**src/hdl/rpn_pkg.sv**
```systemverilog
package rpn_pkg;

   localparam int STACK_DEPTH = 16;
   localparam int DEPTH_W     = $clog2(STACK_DEPTH + 1);
   localparam int ADDR_W      = $clog2(STACK_DEPTH);
   localparam int DATA_W      = 32;
   localparam int DIV_STEPS   = DATA_W;
   localparam int DIV_CNT_W   = $clog2(DIV_STEPS + 1);

   localparam logic [7:0] CHAR_PLUS  = 8'h2B;
   localparam logic [7:0] CHAR_MINUS = 8'h2D;
   localparam logic [7:0] CHAR_STAR  = 8'h2A;
   localparam logic [7:0] CHAR_SLASH = 8'h2F;
   localparam logic [7:0] CHAR_PRINT = 8'h70;
   localparam logic [7:0] CHAR_ZERO  = 8'h30;
   localparam logic [7:0] CHAR_NINE  = 8'h39;

   localparam logic [1:0] KIND_TOP       = 2'd0;
   localparam logic [1:0] KIND_EMPTY     = 2'd1;
   localparam logic [1:0] KIND_UNDERFLOW = 2'd2;
   localparam logic [1:0] KIND_DIVZERO   = 2'd3;

   typedef enum logic [2:0] {
      ST_IDLE,
      ST_DECODE,
      ST_DISPATCH,
      ST_EXECUTE,
      ST_DIV_WAIT,
      ST_WRITE_BACK,
      ST_REPORT
   } ctrl_state_type;

   typedef struct packed {
      logic       load_char;
      logic       acc_step;
      logic       push_acc;
      logic       read_ops;
      logic       alu_capture;
      logic       div_start;
      logic       div_capture;
      logic       write_back;
      logic       set_report;
      logic [1:0] report_kind;
      logic       load_report;
   } dp_cmd_type;

   typedef struct packed {
      logic is_digit;
      logic in_number;
      logic is_op;
      logic is_print;
      logic is_div;
      logic depth_lt2;
      logic depth_zero;
      logic op2_zero;
      logic div_done;
      logic rsp_free;
   } dp_status_type;

endpackage

```
**src/hdl/rpn_req_if.sv**
```systemverilog
interface rpn_req_if;
   logic       valid;
   logic       ready;
   logic [7:0] char_in;

   modport source (output valid, output char_in, input ready);
   modport sink (input valid, input char_in, output ready);
endinterface

```
**src/hdl/rpn_rsp_if.sv**
```systemverilog
interface rpn_rsp_if;
   logic               valid;
   logic               ready;
   logic        [1:0]  report_kind;
   logic signed [31:0] report_value;

   modport source (output valid, output report_kind, output report_value, input ready);
   modport sink (input valid, input report_kind, input report_value, output ready);
endinterface

```
**src/hdl/rpn_divider.sv**
```systemverilog
module rpn_divider (
   input  logic                       clock,
   input  logic                       reset,
   input  logic                       start,
   input  logic [rpn_pkg::DATA_W-1:0] dividend,
   input  logic [rpn_pkg::DATA_W-1:0] divisor,
   output logic                       done,
   output logic [rpn_pkg::DATA_W-1:0] quotient
);
   import rpn_pkg::*;

   logic                 busy_ff;
   logic [DIV_CNT_W-1:0] count_ff;
   logic                 neg_ff;
   logic [DATA_W-1:0]    mag_b_ff;
   logic [DATA_W-1:0]    rem_ff;
   logic [DATA_W-1:0]    quo_ff;
   logic [DATA_W-1:0]    rem_shift;
   logic                 fits;

   // The remainder stays below the divisor magnitude (at most 2^31), so the
   // shifted remainder never loses its top bit.
   assign rem_shift = {rem_ff[DATA_W-2:0], quo_ff[DATA_W-1]};
   assign fits      = (rem_shift >= mag_b_ff);
   assign done      = busy_ff && (count_ff == '0);
   assign quotient  = neg_ff ? (DATA_W'(0) - quo_ff) : quo_ff;

   always_ff @(posedge clock) begin
      if (reset) begin
         busy_ff  <= 1'b0;
         count_ff <= '0;
      end else if (start) begin
         busy_ff  <= 1'b1;
         count_ff <= DIV_CNT_W'(DIV_STEPS);
      end else if (done) begin
         busy_ff <= 1'b0;
      end else if (busy_ff) begin
         count_ff <= count_ff - DIV_CNT_W'(1);
      end
   end

   always_ff @(posedge clock) begin
      if (start) begin
         neg_ff   <= dividend[DATA_W-1] ^ divisor[DATA_W-1];
         mag_b_ff <= divisor[DATA_W-1] ? (DATA_W'(0) - divisor) : divisor;
         quo_ff   <= dividend[DATA_W-1] ? (DATA_W'(0) - dividend) : dividend;
         rem_ff   <= '0;
      end else if (busy_ff && (count_ff != '0)) begin
         rem_ff <= fits ? (rem_shift - mag_b_ff) : rem_shift;
         quo_ff <= {quo_ff[DATA_W-2:0], fits};
      end
   end

endmodule

```
**src/hdl/rpn_datapath.sv**
```systemverilog
module rpn_datapath (
   input  logic                          clock,
   input  logic                          reset,
   input  logic [7:0]                    char_in,
   input  rpn_pkg::dp_cmd_type           cmd,
   output rpn_pkg::dp_status_type        status,
   output logic                          rsp_valid,
   input  logic                          rsp_ready,
   output logic [1:0]                    rsp_kind,
   output logic signed [rpn_pkg::DATA_W-1:0] rsp_value
);
   import rpn_pkg::*;

   logic [DATA_W-1:0]   stack_mem [STACK_DEPTH];

   logic [7:0]          char_ff;
   logic [DEPTH_W-1:0]  depth_ff;
   logic [DEPTH_W-1:0]  depth_in;
   logic [DATA_W-1:0]   acc_ff;
   logic [DATA_W-1:0]   acc_in;
   logic                in_num_ff;
   logic                in_num_in;
   logic [DATA_W-1:0]   rd_a_ff;
   logic [DATA_W-1:0]   rd_b_ff;
   logic [DATA_W-1:0]   res_ff;
   logic [1:0]          pend_kind_ff;
   logic [DATA_W-1:0]   pend_value_ff;
   logic                rsp_valid_ff;
   logic [1:0]          rsp_kind_ff;
   logic [DATA_W-1:0]   rsp_value_ff;

   logic [DEPTH_W-1:0]  depth_m1;
   logic [DEPTH_W-1:0]  depth_m2;
   logic                full;
   logic                wr_en;
   logic [ADDR_W-1:0]   wr_addr;
   logic [DATA_W-1:0]   wr_data;
   logic [DATA_W-1:0]   digit_val;
   logic [2*DATA_W-1:0] product;
   logic [DATA_W-1:0]   div_quotient;
   logic                div_done;

   assign depth_m1  = depth_ff - DEPTH_W'(1);
   assign depth_m2  = depth_ff - DEPTH_W'(2);
   assign full      = (depth_ff >= DEPTH_W'(STACK_DEPTH));
   assign digit_val = DATA_W'(char_ff - CHAR_ZERO);
   assign product   = rd_b_ff * rd_a_ff;

   assign status.is_digit   = char_ff inside {[CHAR_ZERO:CHAR_NINE]};
   assign status.in_number  = in_num_ff;
   assign status.is_op      = char_ff inside {CHAR_PLUS, CHAR_MINUS, CHAR_STAR, CHAR_SLASH};
   assign status.is_print   = (char_ff == CHAR_PRINT);
   assign status.is_div     = (char_ff == CHAR_SLASH);
   assign status.depth_lt2  = (depth_ff < DEPTH_W'(2));
   assign status.depth_zero = (depth_ff == '0);
   assign status.op2_zero   = (rd_a_ff == '0);
   assign status.div_done   = div_done;
   assign status.rsp_free   = !rsp_valid_ff || rsp_ready;

   assign rsp_valid = rsp_valid_ff;
   assign rsp_kind  = rsp_kind_ff;
   assign rsp_value = rsp_value_ff;

   rpn_divider u_divider (
      .clock    (clock),
      .reset    (reset),
      .start    (cmd.div_start),
      .dividend (rd_b_ff),
      .divisor  (rd_a_ff),
      .done     (div_done),
      .quotient (div_quotient)
   );

   // Digits fold in as acc*10 + digit; the pending number is pushed (or
   // dropped when the stack is full) on the first non-digit.
   always_comb begin
      acc_in    = acc_ff;
      in_num_in = in_num_ff;
      depth_in  = depth_ff;
      if (cmd.acc_step) begin
         acc_in    = (acc_ff << 3) + (acc_ff << 1) + digit_val;
         in_num_in = 1'b1;
      end else if (cmd.push_acc) begin
         acc_in    = '0;
         in_num_in = 1'b0;
         if (!full) begin
            depth_in = depth_ff + DEPTH_W'(1);
         end
      end else if (cmd.write_back) begin
         depth_in = depth_m1;
      end
   end

   always_comb begin
      wr_en   = (cmd.push_acc && !full) || cmd.write_back;
      wr_addr = cmd.push_acc ? depth_ff[ADDR_W-1:0] : depth_m2[ADDR_W-1:0];
      wr_data = cmd.push_acc ? acc_ff : res_ff;
   end

   always_ff @(posedge clock) begin
      if (wr_en) begin
         stack_mem[wr_addr] <= wr_data;
      end
      if (cmd.read_ops) begin
         rd_a_ff <= stack_mem[depth_m1[ADDR_W-1:0]];
         rd_b_ff <= stack_mem[depth_m2[ADDR_W-1:0]];
      end
   end

   always_ff @(posedge clock) begin
      if (reset) begin
         depth_ff     <= '0;
         acc_ff       <= '0;
         in_num_ff    <= 1'b0;
         rsp_valid_ff <= 1'b0;
      end else begin
         depth_ff  <= depth_in;
         acc_ff    <= acc_in;
         in_num_ff <= in_num_in;
         if (cmd.load_report) begin
            rsp_valid_ff <= 1'b1;
         end else if (rsp_ready) begin
            rsp_valid_ff <= 1'b0;
         end
      end
   end

   always_ff @(posedge clock) begin
      if (cmd.load_char) begin
         char_ff <= char_in;
      end
      if (cmd.alu_capture) begin
         case (char_ff)
            CHAR_PLUS:  res_ff <= rd_b_ff + rd_a_ff;
            CHAR_MINUS: res_ff <= rd_b_ff - rd_a_ff;
            default:    res_ff <= product[DATA_W-1:0];
         endcase
      end else if (cmd.div_capture) begin
         res_ff <= div_quotient;
      end
      if (cmd.set_report) begin
         pend_kind_ff  <= cmd.report_kind;
         pend_value_ff <= (cmd.report_kind == KIND_TOP) ? rd_a_ff : '0;
      end
      if (cmd.load_report) begin
         rsp_kind_ff  <= pend_kind_ff;
         rsp_value_ff <= pend_value_ff;
      end
   end

   a_depth_bound: assert property (@(posedge clock) disable iff (reset)
      depth_ff <= DEPTH_W'(STACK_DEPTH))
      else $error("stack depth beyond capacity");

   a_writeback_depth: assert property (@(posedge clock) disable iff (reset)
      cmd.write_back |-> depth_ff >= DEPTH_W'(2))
      else $error("result written back with fewer than two operands");

   a_report_loads: assert property (@(posedge clock) disable iff (reset)
      cmd.load_report |=> rsp_valid_ff)
      else $error("report loaded but result not valid");

   a_acc_idle_zero: assert property (@(posedge clock) disable iff (reset)
      !in_num_ff |-> acc_ff == '0)
      else $error("accumulator nonzero with no digits pending");

endmodule

```
**src/hdl/rpn_controller.sv**
```systemverilog
module rpn_controller (
   input  logic                   clock,
   input  logic                   reset,
   input  logic                   req_valid,
   output logic                   req_ready,
   input  rpn_pkg::dp_status_type status,
   output rpn_pkg::dp_cmd_type    cmd
);
   import rpn_pkg::*;

   ctrl_state_type state_ff;
   ctrl_state_type state_in;

   always_ff @(posedge clock) begin
      if (reset) begin
         state_ff <= ST_IDLE;
      end else begin
         state_ff <= state_in;
      end
   end

   always_comb begin
      state_in = state_ff;
      case (state_ff)
         ST_IDLE: begin
            if (req_valid) begin
               state_in = ST_DECODE;
            end
         end
         ST_DECODE: begin
            state_in = status.is_digit ? ST_IDLE : ST_DISPATCH;
         end
         ST_DISPATCH: begin
            if (status.is_op) begin
               state_in = status.depth_lt2 ? ST_REPORT : ST_EXECUTE;
            end else if (status.is_print) begin
               state_in = status.depth_zero ? ST_REPORT : ST_EXECUTE;
            end else begin
               state_in = ST_IDLE;
            end
         end
         ST_EXECUTE: begin
            if (status.is_print) begin
               state_in = ST_REPORT;
            end else if (status.is_div) begin
               state_in = status.op2_zero ? ST_REPORT : ST_DIV_WAIT;
            end else begin
               state_in = ST_WRITE_BACK;
            end
         end
         ST_DIV_WAIT: begin
            if (status.div_done) begin
               state_in = ST_WRITE_BACK;
            end
         end
         ST_WRITE_BACK: begin
            state_in = ST_IDLE;
         end
         ST_REPORT: begin
            if (status.rsp_free) begin
               state_in = ST_IDLE;
            end
         end
         default: begin
            state_in = ST_IDLE;
         end
      endcase
   end

   always_comb begin
      cmd       = '0;
      req_ready = 1'b0;
      case (state_ff)
         ST_IDLE: begin
            req_ready     = 1'b1;
            cmd.load_char = req_valid;
         end
         ST_DECODE: begin
            cmd.acc_step = status.is_digit;
            cmd.push_acc = !status.is_digit && status.in_number;
         end
         ST_DISPATCH: begin
            if (status.is_op) begin
               if (status.depth_lt2) begin
                  cmd.set_report  = 1'b1;
                  cmd.report_kind = KIND_UNDERFLOW;
               end else begin
                  cmd.read_ops = 1'b1;
               end
            end else if (status.is_print) begin
               if (status.depth_zero) begin
                  cmd.set_report  = 1'b1;
                  cmd.report_kind = KIND_EMPTY;
               end else begin
                  cmd.read_ops = 1'b1;
               end
            end
         end
         ST_EXECUTE: begin
            if (status.is_print) begin
               cmd.set_report  = 1'b1;
               cmd.report_kind = KIND_TOP;
            end else if (status.is_div) begin
               if (status.op2_zero) begin
                  cmd.set_report  = 1'b1;
                  cmd.report_kind = KIND_DIVZERO;
               end else begin
                  cmd.div_start = 1'b1;
               end
            end else begin
               cmd.alu_capture = 1'b1;
            end
         end
         ST_DIV_WAIT: begin
            cmd.div_capture = status.div_done;
         end
         ST_WRITE_BACK: begin
            cmd.write_back = 1'b1;
         end
         ST_REPORT: begin
            cmd.load_report = status.rsp_free;
         end
         default: begin
            cmd = '0;
         end
      endcase
   end

endmodule

```
**src/hdl/rpn_stack_calculator_unit.sv**
```systemverilog
// Reverse-Polish integer calculator that takes one character per item and
// gives at most one report item per character. Items are handled one at a
// time: a digit passes through decode; an ignored character also through
// dispatch; an underflow or empty-stack report goes from dispatch to report;
// '+', '-', '*', 'p' with a value and a divide by zero pass execute; '/'
// also waits on the divider, which retires one quotient bit per cycle over
// 32 steps. A report waits in an output register; the block takes the next
// item while it is pending, and a further report holds the block until
// the first one is taken. The operand stack is a 16-entry memory with
// registered reads; a number pushed onto a full stack is dropped unreported.
module rpn_stack_calculator_unit (
   input logic  clock,
   input logic  reset,
   rpn_req_if.sink   req_chan,
   rpn_rsp_if.source rsp_chan
);
   import rpn_pkg::*;

   dp_cmd_type    cmd;
   dp_status_type status;
   logic          rsp_valid;
   logic [1:0]    rsp_kind;
   logic signed [DATA_W-1:0] rsp_value;

   rpn_controller u_controller (
      .clock     (clock),
      .reset     (reset),
      .req_valid (req_chan.valid),
      .req_ready (req_chan.ready),
      .status    (status),
      .cmd       (cmd)
   );

   rpn_datapath u_datapath (
      .clock     (clock),
      .reset     (reset),
      .char_in   (req_chan.char_in),
      .cmd       (cmd),
      .status    (status),
      .rsp_valid (rsp_valid),
      .rsp_ready (rsp_chan.ready),
      .rsp_kind  (rsp_kind),
      .rsp_value (rsp_value)
   );

   assign rsp_chan.valid        = rsp_valid;
   assign rsp_chan.report_kind  = rsp_kind;
   assign rsp_chan.report_value = rsp_value;

endmodule

```
**src/flat_wrapper.sv**
```systemverilog
// flat-port wrapper written by rule: the top's interface ports become plain ports
module rpn_stack_calculator_unit_flat import rpn_pkg::*;
  (clock, reset, req_chan_valid, req_chan_char_in, req_chan_ready, rsp_chan_valid, rsp_chan_report_kind, rsp_chan_report_value, rsp_chan_ready);
  rpn_req_if req_chan_i ();
  rpn_rsp_if rsp_chan_i ();
  input logic clock;
  input logic reset;
  input wire logic [$bits(req_chan_i.valid)-1:0] req_chan_valid;
  input wire logic [$bits(req_chan_i.char_in)-1:0] req_chan_char_in;
  output wire logic [$bits(req_chan_i.ready)-1:0] req_chan_ready;
  output wire logic [$bits(rsp_chan_i.valid)-1:0] rsp_chan_valid;
  output wire logic [$bits(rsp_chan_i.report_kind)-1:0] rsp_chan_report_kind;
  output wire logic [$bits(rsp_chan_i.report_value)-1:0] rsp_chan_report_value;
  input wire logic [$bits(rsp_chan_i.ready)-1:0] rsp_chan_ready;
  assign req_chan_i.valid = req_chan_valid;
  assign req_chan_i.char_in = req_chan_char_in;
  assign req_chan_ready = req_chan_i.ready;
  assign rsp_chan_valid = rsp_chan_i.valid;
  assign rsp_chan_report_kind = rsp_chan_i.report_kind;
  assign rsp_chan_report_value = rsp_chan_i.report_value;
  assign rsp_chan_i.ready = rsp_chan_ready;
  rpn_stack_calculator_unit u_core (.clock(clock), .reset(reset), .req_chan(req_chan_i), .rsp_chan(rsp_chan_i));
endmodule
```
**config.mk**
```make
export PLATFORM = sky130hd
export DESIGN_NAME = rpn_stack_calculator_unit_flat
export DESIGN_NICKNAME = d
export VERILOG_FILES = /design/src/hdl/rpn_pkg.sv /design/src/hdl/rpn_req_if.sv /design/src/hdl/rpn_rsp_if.sv /design/src/hdl/rpn_divider.sv /design/src/hdl/rpn_datapath.sv /design/src/hdl/rpn_controller.sv /design/src/hdl/rpn_stack_calculator_unit.sv /design/src/flat_wrapper.sv
export SDC_FILE = /design/constraint.sdc
export NUM_CORES = 2
export LEC_CHECK = 0
export ABC_AREA = 1
export ABC_CLOCK_PERIOD_IN_PS = 9400
export BUFFER_PORTS_ARGS = -buffer_cell sky130_fd_sc_hd__buf_2
export CORE_UTILIZATION = 40
export DETAILED_ROUTE_END_ITERATION = 6
export MAX_ROUTING_LAYER = met4
export PLACE_DENSITY_LB_ADDON = 0.2
export SLEW_MARGIN = 20
export SYNTH_ARGS = -nofsm -noshare
export SYNTH_HDL_FRONTEND = slang
export SYNTH_HIERARCHICAL = 1
export SYNTH_SLANG_ARGS = --single-unit
export TNS_END_PERCENT = 5
```
**constraint.sdc**
```tcl
create_clock -name clock -period 9.4 [get_ports clock]
set_input_delay 2.82 -clock clock [delete_from_list [all_inputs] [get_ports clock]]
set_output_delay 2.82 -clock clock [all_outputs]
set_load 0.01 [all_outputs]
```
==> flow_metrics.tcl <==
set metrics [dict create \
    track_usage 0.2704 \
    port_buffers 47 \
    overflow 0 \
    finalCriticalPeriod_ns 7.969 \
    drc 1 \
    synth_flop_cell "edfxtp_1" \
    ys_types 63 \
    power.leakage_nw 32.17 \
    dr.pass1.iters 7 \
    clock.fmax_mhz 125.5 \
    grt_pass1_wl_microns 319700 \
    power.total_mw 8.961 \
    violations "DRC" \
    placed_cells 9530 \
    routabilityCongestion 0.9834 \
    syn_inst 7678 \
    vias 53080 \
    setup_viol 0 \
    min_period_over_period 0.8478 \
    synth.avg_cell_area_sq_um 8.297 \
    crit_arrival_ns 8.45 \
    synth-seq-area-share 0.3782 \
    crit_required_ns 9.88 \
    path_cells "buf_4 -> nand2_1 -> fa_1 -> inv_1 -> fa_1 -> inv_1 -> fa_1 -> fa_1 -> inv_1 -> fa_1 -> fa_1 -> fa_1 -> fa_1 -> ha_1 -> nand2_1 -> o21ai_0 -> a21oi_1 -> nand3_1 -> a21o_1 -> a21oi_1 -> o21ai_0 -> nand2_1 -> nand2_1 -> nand2_1" \
    yosysTopAreaCellShare 0.3531 \
    vdd_drop_max_uv 129.4 \
    slew_headroom 0.1836 \
    crit_type "reg2reg" \
    cts_setup_buffers 0 \
    slowest_stage "edfxtp_1" \
    synthTopCellsByArea "edfxtp_1 35%, fa_1 14%, nand2_1 9.6%, inv_1 8.1%, o21ai_0 5.7%" \
    layout_common_cells "1,631 x nand2_1, 1,375 x inv_1, 749 x edfxtp_1" \
    max_stage_delay_ns 1.03 \
    syn_nets 8360 \
    final_cells 9704 \
    drt-total-wl_microns 213200 \
    grt_max_degree 183 \
    power_per_cell_area_nw_per_um2 129.2 \
    cts_root_buf "clkbuf_16" \
    yosysTopAreaCell "edfxtp_1" \
    die_w_microns 401.1 \
    area_delta_synth_final_pct 8.842 \
    die_y_microns 401.1 \
    rows 146 \
    routedWlPerCell_microns 21.97 \
    synth-seq-cells 829 \
    hp-class "reg2reg" \
    cp-end-kind "flop" \
    coreArea_sq_um 158200 \
    antenna_found_initial 6 \
    clk_latency_ns 0.74 \
    cts.path.max_buffers 3 \
    multi_input_area_sq_um 32950 \
    tns_ns 0 \
    cp_max_fo 14 \
    syn_area_sq_um 63700 \
    drv_cap 0 \
    nets 8237 \
    async_flop_share 0 \
    whs_ns 0.4155 \
    cp_top_family "adder cells" \
    routed_via_density 5.470 \
    n_fill_cell 15570 \
    clock_sinks 829 \
    layout-drive-gt1-share 0.05820 \
    dieArea_sq_um 160900 \
    cts_made_buffers 95 \
    path_clk_slew_ns 0.06 \
    crit_path_start_kind "flop" \
    dpl.hpwl_microns 146200 \
    synth_edf_count 749 \
    grt_setup_unrepaired "no" \
    ios 48 \
    dr.first_iter.drc_count 5206 \
    initial_core_util 0.4027 \
    yosys_warnings 6 \
    tritoncts "done" \
    tightest_slew_ns 1.225 \
    grt_pass1_vias 51380 \
    finalMaxSlewViolations 0 \
    path_buf_inv 4 \
    cp_common_cell "fa_1" \
    fin_skew_ns 0.02907 \
    status "finished, violations left" \
    ant_nets 0 \
    final_common_cell "nand2_1" \
    ff_latch_area_sq_um 24100 \
    cts-hold-fix-buffers 0 \
    htree_levels 3 \
    cts_resized 0 \
    hold_viol 0 \
]
[path summary, 6_finish.rpt]
path / startpoint / to / slack (ns) / cells past startpoint
worst min register to register: u_core/u_datapath/pend_value_ff[3]$_SDFFCE_PP0P_ / u_core/u_datapath/rsp_value[3]$_DFFE_PP_ / 0.42 / 0
worst min-delay path: u_core/u_datapath/pend_value_ff[3]$_SDFFCE_PP0P_ / u_core/u_datapath/rsp_value[3]$_DFFE_PP_ / 0.42 / 0
worst max register to register: u_core/u_datapath/rd_a_ff[4]$_DFFE_PP_ / u_core/u_datapath/res_ff[29]$_DFFE_PP_ / 1.43 / 24
worst max-delay path: u_core/u_datapath/rd_a_ff[4]$_DFFE_PP_ / u_core/u_datapath/res_ff[29]$_DFFE_PP_ / 1.43 / 24
[report_power, final]
group          internal (mW)  switching (mW)  total, mW
clock network           2.17            1.62       3.78
logic                  0.342           0.791       1.13
registers               4.02          0.0266       4.05
total                   6.53            2.43       8.96
[sequential cells by signal, indices dropped and copies added (netlist names), 8 cells and up]
signal                                count
u_core/u_datapath/res_ff                 32
u_core/u_datapath/rsp_value              32
u_core/u_datapath/rd_b_ff                32
u_core/u_datapath/u_divider/rem_ff       31
u_core/u_datapath/acc_ff                 32
u_core/u_datapath/u_divider/quo_ff       32
u_core/u_datapath/pend_value_ff          32
u_core/u_datapath/stack_mem             512
u_core/u_datapath/u_divider/mag_b_ff     32
u_core/u_datapath/char_ff                 8
u_core/u_datapath/rd_a_ff                32
[Yosys cell counts (3+ instances only)]
cell type / count
nand2_2: 13
nor2_1: 548
o21ai_0: 724
nor3_2: 6
inv_1: 1382
nand3_1: 320
o31ai_1: 5
dfxtp_1: 80
nand4_1: 36
buf_6: 5
a221oi_1: 3
a21oi_1: 434
o211ai_1: 127
xor2_1: 110
nor2_2: 15
o21ai_1: 26
o21a_1: 6
and2_1: 5
a21o_1: 16
buf_4: 6
inv_2: 6
buf_2: 38
a211oi_1: 6
ha_1: 231
o22ai_1: 65
o21bai_1: 13
buf_1: 38
clkbuf_1: 310
or2_2: 15
a21oi_2: 3
nor4_1: 17
a31oi_1: 32
nor3_1: 31
nand3b_1: 21
nand3_2: 18
a21boi_0: 4
o221ai_1: 63
nor2_4: 4
nand2_1: 1631
fa_1: 439
clkinv_1: 4
edfxtp_1: 749
xnor2_1: 47
[per-stage QoR]
stage	instance area, sq um	util	setup slack, ns
after floorplan	63700	-	2.578
after global placement	66120	0.4179	1.518
after detailed placement	66220	0.4186	1.601
after CTS	69330	0.4383	1.550
after global routing	69340	0.4383	1.282
final	69340	0.4383	1.431
[layout make-up]
class                           count  area share
Antenna cell                        3   0.0001083
Clock buffer                      111     0.03515
Inverter                         1393     0.07575
Clock inverter                     60    0.009762
Tap cell                         2072     0.03739
Timing Repair Buffer              180     0.01906
Sequential cell                   829      0.3476
Multi-Input combinational cell   5056      0.4752
[layer usage]
metal	GRT usage	wire [microns]	up-vias
li1	-	-	24630
met1	0.3508	88840	25830
met2	0.4313	99810	2196
met3	0.03920	16670	422
met4	0.09599	7912	0
met5	-	0	-
[kinds of logic after synthesis]
group,count (synthesis),synth area share
AND/OR/NAND/NOR,2691,0.1745
adder cells (fa/ha/maj),670,0.1833
AO/OA/AOI/OAI,1538,0.1347
flip-flops,829,0.3782
buffers and inverters,1793,0.1076
XOR/XNOR,157,0.02158
No activity file was read; power rests on OpenSTA's default activity.
